===== src/rtl/lts_pkg.sv =====
// Shared types, codes and helpers for the connection slot cache.
package lts_pkg;

    localparam int ID_BITS    = 16;
    localparam int TIME_BITS  = 32;
    localparam int SIU_W      = 4;
    localparam int RES_SLOT_W = 3;
    localparam int CFG_IDX_W  = 2;
    localparam int CFG_DATA_W = 32;
    localparam int SLOTS_DEF  = 8;

    localparam logic [SIU_W-1:0]     SIU_RESET     = 4'd8;
    localparam logic [TIME_BITS-1:0] TIMEOUT_RESET = 32'd300;

    localparam logic [CFG_IDX_W-1:0] CFG_SLOTS_IN_USE = 2'd0;
    localparam logic [CFG_IDX_W-1:0] CFG_IDLE_TIMEOUT = 2'd1;

    typedef enum logic [1:0] {
        KIND_CACHE = 2'd0,
        KIND_USE   = 2'd1,
        KIND_CLOSE = 2'd2,
        KIND_FLUSH = 2'd3
    } kind_e;

    typedef enum logic [2:0] {
        EV_EVICTED  = 3'd0,
        EV_INSERTED = 3'd1,
        EV_PRESENT  = 3'd2,
        EV_DISABLED = 3'd3,
        EV_DONE     = 3'd4
    } event_e;

    typedef enum logic [2:0] {
        ST_IDLE,
        ST_RUN,
        ST_EVICT,
        ST_INSERT,
        ST_FIN
    } state_e;

    typedef struct packed {
        kind_e                kind;
        logic [ID_BITS-1:0]   conn_id;
        logic [TIME_BITS-1:0] now_time;
        logic [TIME_BITS-1:0] use_time;
        logic                 send_quit;
        logic [ID_BITS-1:0]   keep_id;
        logic                 keep_valid;
    } req_t;

    typedef struct packed {
        event_e                event_res;
        logic [RES_SLOT_W-1:0] slot;
        logic [ID_BITS-1:0]    victim_id;
        logic                  quit_needed;
        logic                  last;
    } res_t;

    typedef struct packed {
        logic valid;
        res_t res;
    } ev_t;

    typedef struct packed {
        logic                 valid;
        logic                 has_best;
        logic                 best_free;
        logic                 best_valid;
        logic [ID_BITS-1:0]   best_conn;
        logic [TIME_BITS-1:0] best_lu;
        logic                 found;
    } scan_t;

    function automatic res_t make_res(event_e ev, logic [RES_SLOT_W-1:0] slot,
                                      logic [ID_BITS-1:0] id, logic quit, logic last);
        res_t r;
        r.event_res   = ev;
        r.slot        = slot;
        r.victim_id   = id;
        r.quit_needed = quit;
        r.last        = last;
        return r;
    endfunction

endpackage


===== src/rtl/lts_cell.sv =====
// One slot cell: holds a slot's entry and updates the scan item passing through.
module lts_cell import lts_pkg::*; #(
    parameter int SLOTS = SLOTS_DEF,
    parameter int IDX   = 0
) (
    input  logic                                   aclk,
    input  logic                                   aresetn,
    input  logic                                   adv,
    input  logic                                   active,
    input  req_t                                   req,
    input  logic [TIME_BITS-1:0]                   idle_timeout,
    input  scan_t                                  pkt_in,
    input  logic [((SLOTS > 1) ? $clog2(SLOTS) : 1)-1:0] bidx_in,
    input  logic [((SLOTS > 1) ? $clog2(SLOTS) : 1)-1:0] fidx_in,
    output scan_t                                  pkt_out,
    output logic [((SLOTS > 1) ? $clog2(SLOTS) : 1)-1:0] bidx_out,
    output logic [((SLOTS > 1) ? $clog2(SLOTS) : 1)-1:0] fidx_out,
    output ev_t                                    ev,
    input  logic                                   ins_we,
    input  logic [((SLOTS > 1) ? $clog2(SLOTS) : 1)-1:0] ins_idx
);

    localparam int SLOT_W = (SLOTS > 1) ? $clog2(SLOTS) : 1;
    localparam logic [SLOT_W-1:0]     IDX_CODE = SLOT_W'(IDX);
    localparam logic [RES_SLOT_W-1:0] RES_CODE = RES_SLOT_W'(IDX);

    scan_t                pkt_reg, pkt_next;
    logic [SLOT_W-1:0]    bidx_reg, bidx_next;
    logic [SLOT_W-1:0]    fidx_reg, fidx_next;
    logic                 valid_reg, valid_next;
    logic                 closed_reg, closed_next;
    logic [ID_BITS-1:0]   conn_reg, conn_next;
    logic [TIME_BITS-1:0] lu_reg, lu_next;

    logic match, expired, spared, free;

    always_comb begin
        pkt_next    = pkt_in;
        bidx_next   = bidx_in;
        fidx_next   = fidx_in;
        valid_next  = valid_reg;
        closed_next = closed_reg;
        conn_next   = conn_reg;
        lu_next     = lu_reg;
        ev          = '0;
        match   = valid_reg && (conn_reg == req.conn_id);
        expired = (req.now_time > lu_reg) && ((req.now_time - lu_reg) > idle_timeout);
        spared  = req.keep_valid && (conn_reg == req.keep_id);
        free    = !valid_reg || closed_reg;
        if (adv && pkt_in.valid && active) begin
            case (req.kind)
                KIND_CACHE: begin
                    if (free) begin
                        pkt_next.has_best   = 1'b1;
                        pkt_next.best_free  = 1'b1;
                        pkt_next.best_valid = valid_reg;
                        pkt_next.best_conn  = conn_reg;
                        bidx_next           = IDX_CODE;
                    end else if ((conn_reg != req.conn_id) && expired) begin
                        ev.valid            = 1'b1;
                        ev.res              = make_res(EV_EVICTED, RES_CODE, conn_reg,
                                                       1'b1, 1'b0);
                        valid_next          = 1'b0;
                        closed_next         = 1'b0;
                        pkt_next.has_best   = 1'b1;
                        pkt_next.best_free  = 1'b1;
                        pkt_next.best_valid = 1'b0;
                        bidx_next           = IDX_CODE;
                    end else if (!pkt_in.has_best ||
                                 (!pkt_in.best_free && (lu_reg < pkt_in.best_lu))) begin
                        pkt_next.has_best   = 1'b1;
                        pkt_next.best_free  = 1'b0;
                        pkt_next.best_valid = 1'b1;
                        pkt_next.best_conn  = conn_reg;
                        pkt_next.best_lu    = lu_reg;
                        bidx_next           = IDX_CODE;
                    end
                    if (match && !pkt_in.found) begin
                        pkt_next.found = 1'b1;
                        fidx_next      = IDX_CODE;
                    end
                end
                KIND_USE, KIND_CLOSE: begin
                    if (match && !pkt_in.found) begin
                        pkt_next.found = 1'b1;
                        fidx_next      = IDX_CODE;
                        if (req.kind == KIND_USE) begin
                            lu_next = req.use_time;
                        end else begin
                            closed_next = 1'b1;
                        end
                    end
                end
                KIND_FLUSH: begin
                    if (valid_reg && !spared) begin
                        ev.valid    = 1'b1;
                        ev.res      = make_res(EV_EVICTED, RES_CODE, conn_reg,
                                               req.send_quit && !closed_reg, 1'b0);
                        valid_next  = 1'b0;
                        closed_next = 1'b0;
                    end
                end
                default: begin
                    pkt_next = pkt_in;
                end
            endcase
        end
        if (ins_we && (ins_idx == IDX_CODE)) begin
            valid_next  = 1'b1;
            closed_next = 1'b0;
            conn_next   = req.conn_id;
            lu_next     = req.use_time;
        end
    end

    always_ff @(posedge aclk) begin
        if (!aresetn) begin
            pkt_reg.valid <= 1'b0;
            valid_reg     <= 1'b0;
            closed_reg    <= 1'b0;
        end else begin
            if (adv) begin
                pkt_reg  <= pkt_next;
                bidx_reg <= bidx_next;
                fidx_reg <= fidx_next;
            end
            valid_reg  <= valid_next;
            closed_reg <= closed_next;
            conn_reg   <= conn_next;
            lu_reg     <= lu_next;
        end
    end

    assign pkt_out  = pkt_reg;
    assign bidx_out = bidx_reg;
    assign fidx_out = fidx_reg;

endmodule


===== src/rtl/lts_ctrl.sv =====
// Request sequencer: launches the scan, finishes each request and drives results.
module lts_ctrl import lts_pkg::*; #(
    parameter int SLOTS = SLOTS_DEF
) (
    input  logic                                   aclk,
    input  logic                                   aresetn,
    input  logic                                   s_valid,
    output logic                                   s_ready,
    input  req_t                                   s_item,
    output logic                                   m_valid,
    input  logic                                   m_ready,
    output res_t                                   m_item,
    input  logic                                   disabled,
    output logic                                   adv,
    output logic                                   launch,
    output req_t                                   req,
    input  scan_t                                  exit_pkt,
    input  logic [((SLOTS > 1) ? $clog2(SLOTS) : 1)-1:0] exit_bidx,
    input  logic [((SLOTS > 1) ? $clog2(SLOTS) : 1)-1:0] exit_fidx,
    input  ev_t                                    cell_ev,
    output logic                                   ins_we,
    output logic [((SLOTS > 1) ? $clog2(SLOTS) : 1)-1:0] ins_idx
);

    localparam int SLOT_W = (SLOTS > 1) ? $clog2(SLOTS) : 1;

    state_e             state_reg, state_next;
    logic               launch_reg, launch_next;
    req_t               req_reg, req_next;
    res_t               fin_reg, fin_next;
    logic [SLOT_W-1:0]  bidx_reg, bidx_next;
    logic [ID_BITS-1:0] bconn_reg, bconn_next;
    logic               bquit_reg, bquit_next;
    logic               m_valid_reg, m_valid_next;
    res_t               m_item_reg, m_item_next;
    logic               out_free;

    assign out_free = !m_valid_reg || m_ready;

    always_comb begin
        state_next   = state_reg;
        launch_next  = launch_reg && !out_free;
        req_next     = req_reg;
        fin_next     = fin_reg;
        bidx_next    = bidx_reg;
        bconn_next   = bconn_reg;
        bquit_next   = bquit_reg;
        m_valid_next = m_valid_reg && !m_ready;
        m_item_next  = m_item_reg;
        ins_we       = 1'b0;
        if (cell_ev.valid) begin
            m_valid_next = 1'b1;
            m_item_next  = cell_ev.res;
        end
        case (state_reg)
            ST_IDLE: begin
                if (s_valid) begin
                    req_next = s_item;
                    if ((s_item.kind == KIND_CACHE) && disabled) begin
                        fin_next   = make_res(EV_DISABLED, '0, '0, 1'b0, 1'b1);
                        state_next = ST_FIN;
                    end else begin
                        launch_next = 1'b1;
                        state_next  = ST_RUN;
                    end
                end
            end
            ST_RUN: begin
                if (exit_pkt.valid) begin
                    bidx_next  = exit_bidx;
                    bconn_next = exit_pkt.best_conn;
                    bquit_next = !exit_pkt.best_free;
                    case (req_reg.kind)
                        KIND_CACHE: begin
                            if (exit_pkt.found) begin
                                fin_next   = make_res(EV_PRESENT, RES_SLOT_W'(exit_fidx),
                                                      req_reg.conn_id, 1'b0, 1'b1);
                                state_next = ST_FIN;
                            end else if (exit_pkt.best_valid) begin
                                state_next = ST_EVICT;
                            end else begin
                                state_next = ST_INSERT;
                            end
                        end
                        KIND_USE, KIND_CLOSE: begin
                            fin_next = make_res(EV_DONE,
                                                exit_pkt.found ? RES_SLOT_W'(exit_fidx) : '0,
                                                req_reg.conn_id, 1'b0, 1'b1);
                            state_next = ST_FIN;
                        end
                        KIND_FLUSH: begin
                            fin_next   = make_res(EV_DONE, '0, '0, 1'b0, 1'b1);
                            state_next = ST_FIN;
                        end
                        default: begin
                            state_next = ST_IDLE;
                        end
                    endcase
                end
            end
            ST_EVICT: begin
                if (out_free) begin
                    m_valid_next = 1'b1;
                    m_item_next  = make_res(EV_EVICTED, RES_SLOT_W'(bidx_reg), bconn_reg,
                                            bquit_reg, 1'b0);
                    state_next   = ST_INSERT;
                end
            end
            ST_INSERT: begin
                if (out_free) begin
                    m_valid_next = 1'b1;
                    m_item_next  = make_res(EV_INSERTED, RES_SLOT_W'(bidx_reg),
                                            req_reg.conn_id, 1'b0, 1'b1);
                    ins_we       = 1'b1;
                    state_next   = ST_IDLE;
                end
            end
            ST_FIN: begin
                if (out_free) begin
                    m_valid_next = 1'b1;
                    m_item_next  = fin_reg;
                    state_next   = ST_IDLE;
                end
            end
            default: begin
                state_next = ST_IDLE;
            end
        endcase
    end

    always_ff @(posedge aclk) begin
        if (!aresetn) begin
            state_reg   <= ST_IDLE;
            launch_reg  <= 1'b0;
            m_valid_reg <= 1'b0;
        end else begin
            state_reg   <= state_next;
            launch_reg  <= launch_next;
            m_valid_reg <= m_valid_next;
        end
    end

    always_ff @(posedge aclk) begin
        req_reg    <= req_next;
        fin_reg    <= fin_next;
        bidx_reg   <= bidx_next;
        bconn_reg  <= bconn_next;
        bquit_reg  <= bquit_next;
        m_item_reg <= m_item_next;
    end

    assign s_ready = (state_reg == ST_IDLE);
    assign m_valid = m_valid_reg;
    assign m_item  = m_item_reg;
    assign adv     = out_free;
    assign launch  = launch_reg;
    assign req     = req_reg;
    assign ins_idx = bidx_reg;

endmodule


===== src/rtl/lru_timeout_slot_cache.sv =====
// Connection slot cache with LRU replacement and idle timeout, built as a chain of slot cells.
// Requests are taken one at a time: a request runs the scan through the cells, then the final
// result follows; a victim is evicted before the insert, and a cache request while disabled
// gets its result without a scan. The scan item walks the cells one slot per cycle while no
// result is held; each held result stalls the scan.
// Reset (aresetn low, synchronous): all slots empty and open, slots_in_use 8, idle_timeout 300.
module lru_timeout_slot_cache import lts_pkg::*; #(
    parameter int SLOTS = SLOTS_DEF
) (
    input  logic                  aclk,
    input  logic                  aresetn,
    input  logic                  s_valid,
    output logic                  s_ready,
    input  req_t                  s_item,
    output logic                  m_valid,
    input  logic                  m_ready,
    output res_t                  m_item,
    input  logic                  cfg_valid,
    output logic                  cfg_ready,
    input  logic [CFG_IDX_W-1:0]  cfg_index,
    input  logic [CFG_DATA_W-1:0] cfg_data
);

    localparam int SLOT_W = (SLOTS > 1) ? $clog2(SLOTS) : 1;

    logic [SIU_W-1:0]     siu_reg;
    logic [TIME_BITS-1:0] timeout_reg;

    scan_t             pkt_w  [SLOTS+1];
    logic [SLOT_W-1:0] bidx_w [SLOTS+1];
    logic [SLOT_W-1:0] fidx_w [SLOTS+1];
    ev_t               ev_w   [SLOTS];
    logic [SLOTS-1:0]  active;
    ev_t               cell_ev;

    logic              adv, launch, ins_we;
    logic [SLOT_W-1:0] ins_idx;
    req_t              req;

    always_ff @(posedge aclk) begin
        if (!aresetn) begin
            siu_reg     <= SIU_RESET;
            timeout_reg <= TIMEOUT_RESET;
        end else if (cfg_valid) begin
            case (cfg_index)
                CFG_SLOTS_IN_USE: siu_reg     <= cfg_data[SIU_W-1:0];
                CFG_IDLE_TIMEOUT: timeout_reg <= cfg_data[TIME_BITS-1:0];
                default: begin
                    siu_reg <= siu_reg;
                end
            endcase
        end
    end

    assign cfg_ready = 1'b1;

    always_comb begin
        pkt_w[0]       = '0;
        pkt_w[0].valid = launch;
    end
    assign bidx_w[0] = '0;
    assign fidx_w[0] = '0;

    for (genvar g = 0; g < SLOTS; g++) begin : g_cell
        assign active[g] = (32'(siu_reg) > g);

        lts_cell #(
            .SLOTS (SLOTS),
            .IDX   (g)
        ) u_cell (
            .aclk         (aclk),
            .aresetn      (aresetn),
            .adv          (adv),
            .active       (active[g]),
            .req          (req),
            .idle_timeout (timeout_reg),
            .pkt_in       (pkt_w[g]),
            .bidx_in      (bidx_w[g]),
            .fidx_in      (fidx_w[g]),
            .pkt_out      (pkt_w[g+1]),
            .bidx_out     (bidx_w[g+1]),
            .fidx_out     (fidx_w[g+1]),
            .ev           (ev_w[g]),
            .ins_we       (ins_we),
            .ins_idx      (ins_idx)
        );
    end

    always_comb begin
        cell_ev = '0;
        for (int j = 0; j < SLOTS; j++) begin
            cell_ev = ev_t'(cell_ev | ev_w[j]);
        end
    end

    lts_ctrl #(
        .SLOTS (SLOTS)
    ) u_ctrl (
        .aclk      (aclk),
        .aresetn   (aresetn),
        .s_valid   (s_valid),
        .s_ready   (s_ready),
        .s_item    (s_item),
        .m_valid   (m_valid),
        .m_ready   (m_ready),
        .m_item    (m_item),
        .disabled  (siu_reg == '0),
        .adv       (adv),
        .launch    (launch),
        .req       (req),
        .exit_pkt  (pkt_w[SLOTS]),
        .exit_bidx (bidx_w[SLOTS]),
        .exit_fidx (fidx_w[SLOTS]),
        .cell_ev   (cell_ev),
        .ins_we    (ins_we),
        .ins_idx   (ins_idx)
    );

endmodule

===== config.mk =====
export PLATFORM = sky130hd
export DESIGN_NAME = lru_timeout_slot_cache
export DESIGN_NICKNAME = d
export VERILOG_FILES = /design/src/rtl/lts_pkg.sv /design/src/rtl/lts_cell.sv /design/src/rtl/lts_ctrl.sv /design/src/rtl/lru_timeout_slot_cache.sv
export SDC_FILE = /design/constraint.sdc
export NUM_CORES = 2
export LEC_CHECK = 0
export BUFFER_PORTS_ARGS = -buffer_cell sky130_fd_sc_hd__buf_2
export CORE_ASPECT_RATIO = 2
export CORE_MARGIN = 2
export CORE_UTILIZATION = 60
export CTS_CLUSTER_SIZE = 16
export DETAILED_ROUTE_END_ITERATION = 8
export HOLD_SLACK_MARGIN = 0.15
export PLACE_DENSITY = 0.87
export SKIP_CTS_REPAIR_TIMING = 1
export SYNTH_ARGS = -nofsm -noshare
export SYNTH_HDL_FRONTEND = slang
export SYNTH_SLANG_ARGS = --single-unit

===== constraint.sdc =====
create_clock -name aclk -period 51.2 [get_ports aclk]
set_clock_uncertainty 0.1 [all_clocks]
set_input_delay 2.56 -clock aclk [delete_from_list [all_inputs] [get_ports aclk]]
set_output_delay 2.56 -clock aclk [all_outputs]
set_load 0.01 [all_outputs]

==> reports/results.tsv <==
stage	metric	value	unit
logic_synthesis	share of the yosys chip area belonging to registers	45.9	%
hold_path	hold-critical path endpoint	u_ctrl.bconn_reg[11]$_DFFE_PP_	
global_route	antenna violations before repair	16	
critical_path	depth of the worst register-to-register path	24	
cts	clock-pin transition on the worst setup and hold timing paths	70	ps
critical_path	Worst R2R End	g_cell[6].u_cell.pkt_out[1]$_DFFE_PP_	
global_route	peak-usage layer in the global routing report	met2	
logic_synthesis	flip-flop and latch count after synthesis	1032	
timing	Max Freq	101	MHz
floorplan	initial cell density of the core	60.5	%
critical_path	critical path class	flop to flop	
critical_path	critical path endpoint category	flop	
global_route	GRT met2 Usage	82.5	%
logic_synthesis	Gate Count Post-Synth	6101	
finish	Finished Core Util	65.9	%
critical_path	R2R setup slack	41260	ps
timing	count of endpoints failing setup in the final report	0	
routing	DRT iter0 DRCs	6565	
critical_path	Worst EP arrival	10350	ps
finish	fraction of layout instances using a drive strength above 1	9.78	%
logic_synthesis	flip-flop cell with the highest count after synthesis	edfxtp_1	
logic_synthesis	top post-synthesis cells by area	edfxtp_1 43%, ha_1 14%, xnor2_1 4.6%	
finish	final layout net count	7189	
global_route	met1 capacity usage during global routing	46.0	%
finish	summed area of non-filler cells in the final layout	71400	sq um
logic_synthesis	post-synth net total	6983	
power_and_ir_drop	largest vdd supply drop	0.0380	mV
floorplan	area of the placeable core	108000	sq um
cts	TritonCTS clock tree	done	
timing	shortest period the worst path allows	9940	ps
finish	number of fill cells	8388	
cts	latest clock arrival within the worst-skew pair	770	ps
timing	Final Hold Fails	0	
hold_path	Worst Hold Launch	g_cell[7].u_cell.pkt_out[44]$_DFFE_PP_	
placed_design	# port buffers	164	
cts	number of H-tree branching levels	3	
placed_design	placed cell areas	68400	sq um
hold_path	min-delay worst type	flop to flop	
floorplan	overall die area	112000	sq um
routing	mean routed wirelength per cell	36.4	um
global_route	pin count of the biggest net entering global routing	74	
critical_path	Critical Path, Cell by Cell	ha_1 -> nand3_1 -> o21bai_1 -> nor3b_1 -> o21ai_1 -> o2bb2ai_1 -> o41ai_2 -> buf_4 -> o221ai_1 -> a2111oi_0 -> o21ai_0 -> a21o_1 -> xnor2_1 -> ha_1 -> nand4_1 -> nor4_2 -> buf_4 -> nand2_1 -> o31ai_1 -> a211o_1 -> nand3_1 -> nor2b_4 -> buf_4 -> mux2_2	
logic_synthesis	Yosys cell types	99	
global_route	Overall Global Routing Usage	50.2	%
global_route	via count of the first global-routing pass	55400	
cts	number of sinks on the clock net	1032	
routing	per-cell via count in the routed design	7.03	
placed_design	GPL Wtd Cong	1.09	
critical_path	critical path fanouts, max	43	
timing	Fin Setup TNS	0	ps
timing	Fin Hold WS	322	ps
floorplan	Die Ht	472	um
status	status	finished with violations	
critical_path	startpoint kind of the worst setup timing path	flop	
floorplan	number of placement rows	171	
global_route	met3 Usage GRT	12.3	%
cts	cell at the root of the clock tree	clkbuf_16	
global_route	first-pass GRT wire length	393	mm
timing	Tcrit/Tclk final	19.4	%
logic_synthesis	share of the synthesized area in the top cell type	43.1	%
logic_synthesis	dominant cell by count in the synthesized netlist	edfxtp_1	
cts	clock buffers created by TritonCTS	91	
placed_design	post-detail-place hpwl	218	mm
timing	Slew Limit Headroom	-5.37	%
timing	unrepaired setup endpoints after global routing	false	
routing	DRC	0	
logic_synthesis	async set-reset flop share out of synthesis	0	%
floorplan	Die W	238	um
hold_path	Hold Path Cell Cnt	0	
routing	Total Routed Length	283	mm
routing	antenna viol nets, final	0	
finish	Layout Area Growth over Synthesis	8.84	%
critical_path	largest incremental delay on the critical path	1080	ps
power_and_ir_drop	total power divided by cell area	31.3	nW/um^2
cts	number of buffers on the longest clock path	3	
job	max-cap check violation count	3	
timing	worst-margin pin slew	1570	ps
logic_synthesis	total standard cell area after synthesis	65600	sq um
critical_path	r2r startpoint	u_ctrl.req[53]$_DFFE_PP_	
logic_synthesis	top post-synthesis cells by count	943 x edfxtp_1, 735 x ha_1, 606 x inv_1	
critical_path	library cell contributing the largest single delay on the critical path	o31ai_1	
routing	vias	54600	
floorplan	boundary pin count	166	
status	violations in the final reports	capacitance limit, slew limit	
critical_path	cell occurring most often along the worst timing path	buf_4	
logic_synthesis	count of flip-flops with a built-in enable after synthesis	943	
logic_synthesis	Synth area leader	edfxtp_1	
timing	Final Max Slew Viols	4	
global_route	final global-route overflow total	0	
critical_path	required time reported for the critical path endpoint	51610	ps
finish	Largest register FFs	391	
logic_synthesis	Yosys Warn Count	0	
routing	Pre-Repair DR Iteration Count	8	
power_and_ir_drop	leakage power	29.4	nW
logic_synthesis	average footprint of a synthesized cell	10.8	sq um
## cell usage in the layout (no fill, tap or decap), types with 80 or more instances in the layout
master / synthesis / final
a21oi_1: 417 / 416
xor2_1: 136 / 136
ha_1: 735 / 735
nand4_1: 157 / 157
nor3_1: 89 / 85
mux2i_1: 100 / 100
buf_4: 3 / 99
clkbuf_16: 0 / 91
nor2_1: 225 / 222
a21o_1: 216 / 216
inv_1: 606 / 606
nand2_1: 409 / 409
and3_1: 80 / 80
edfxtp_1: 943 / 943
mux2_2: 116 / 116
xnor2_1: 343 / 343
dfxtp_1: 89 / 89
o21ai_0: 279 / 279
buf_2: 44 / 164
nand3_1: 134 / 132
## logic make-up (layout without fill, tap and decap cells)
| kind of cell | after synthesis | count (layout) | synth area share (%) |
|---|---|---|---|
| other | 1 | 14 | 0.00571 |
| and+or+nand+nor | 1444 | 1444 | 11.1 |
| xor gates and xnor gates | 480 | 480 | 6.42 |
| muxes | 218 | 218 | 3.55 |
| buffers and inverters | 757 | 1035 | 4.65 |
| adders and majority gates | 743 | 743 | 14.3 |
| AOI/OAI and AO/OA | 1426 | 1426 | 14.1 |
| DFF | 1032 | 1032 | 45.9 |
## critical path, delay by kind of cell, from the launching register on
kind	cells	cell delay [ps]
XOR/XNOR	1	140
AO/OA/AOI/OAI	10	3860
adder cells (fa/ha/maj)	2	760
AND/OR/NAND/NOR	7	2590
buffers and inverters	3	1080
flip-flops	1	610
multiplexers	1	400
## how the worst max path moves through the flow
stage	depth (start not counted)	start	slack (ps)	endpoint
2_1_floorplan	4	m_ready	29700	g_cell[0].u_cell.pkt_out[0]$_SDFFCE_PN0P_
3_3_place_gp	23	u_ctrl.req[52]$_DFFE_PP_	41300	g_cell[6].u_cell.pkt_out[1]$_DFFE_PP_
3_5_place_dp	23	u_ctrl.req[52]$_DFFE_PP_	41180	g_cell[6].u_cell.pkt_out[1]$_DFFE_PP_
4_1_cts	23	u_ctrl.req[52]$_DFFE_PP_	41150	g_cell[6].u_cell.pkt_out[1]$_DFFE_PP_
5_1_grt	24	u_ctrl.req[53]$_DFFE_PP_	41400	g_cell[6].u_cell.pkt_out[1]$_DFFE_PP_
6_report	24	u_ctrl.req[53]$_DFFE_PP_	41260	g_cell[6].u_cell.pkt_out[1]$_DFFE_PP_
## layout make-up
cell class | instances | area, sq um | share of cell area (%)
multi-input cells | 4312 | 32800 | 45.9
flip-flops and latches | 1032 | 30100 | 42.1
diodes | 13 | 32.5 | 0.0455
repair buffers | 264 | 1580 | 2.21
inverters | 606 | 2270 | 3.18
clock buffers | 104 | 2330 | 3.26
clock inverters | 61 | 643 | 0.900
well taps | 1384 | 1730 | 2.42
## report_power, final
group | total (mW) | internal, mW | switching (mW)
logic | 0.491 | 0.184 | 0.307
clock network | 0.711 | 0.372 | 0.340
registers | 1.04 | 0.977 | 0.0588
total | 2.24 | 1.53 | 0.705
## layer usage
| metal | wire, um | up-vias |
|---|---|---|
| li1 | - | 22900 |
| met1 | 80500 | 26000 |
| met2 | 132000 | 3937 |
| met3 | 25800 | 1727 |
| met4 | 44900 | 8 |
| met5 | 59 | - |
## through the flow
stage | power [mW] | worst slack [ps] | std cells
6_report | 2.24 | 41260 | 7776
3_5_place_dp | 1.52 | 41180 | 7596
2_1_floorplan | 1.34 | 29700 | 6101
5_1_grt | 2.29 | 41400 | 7766
4_1_cts | 2.21 | 41150 | 7761
3_3_place_gp | 1.51 | 41300 | 7596
(Power assumes the default switching activity.)
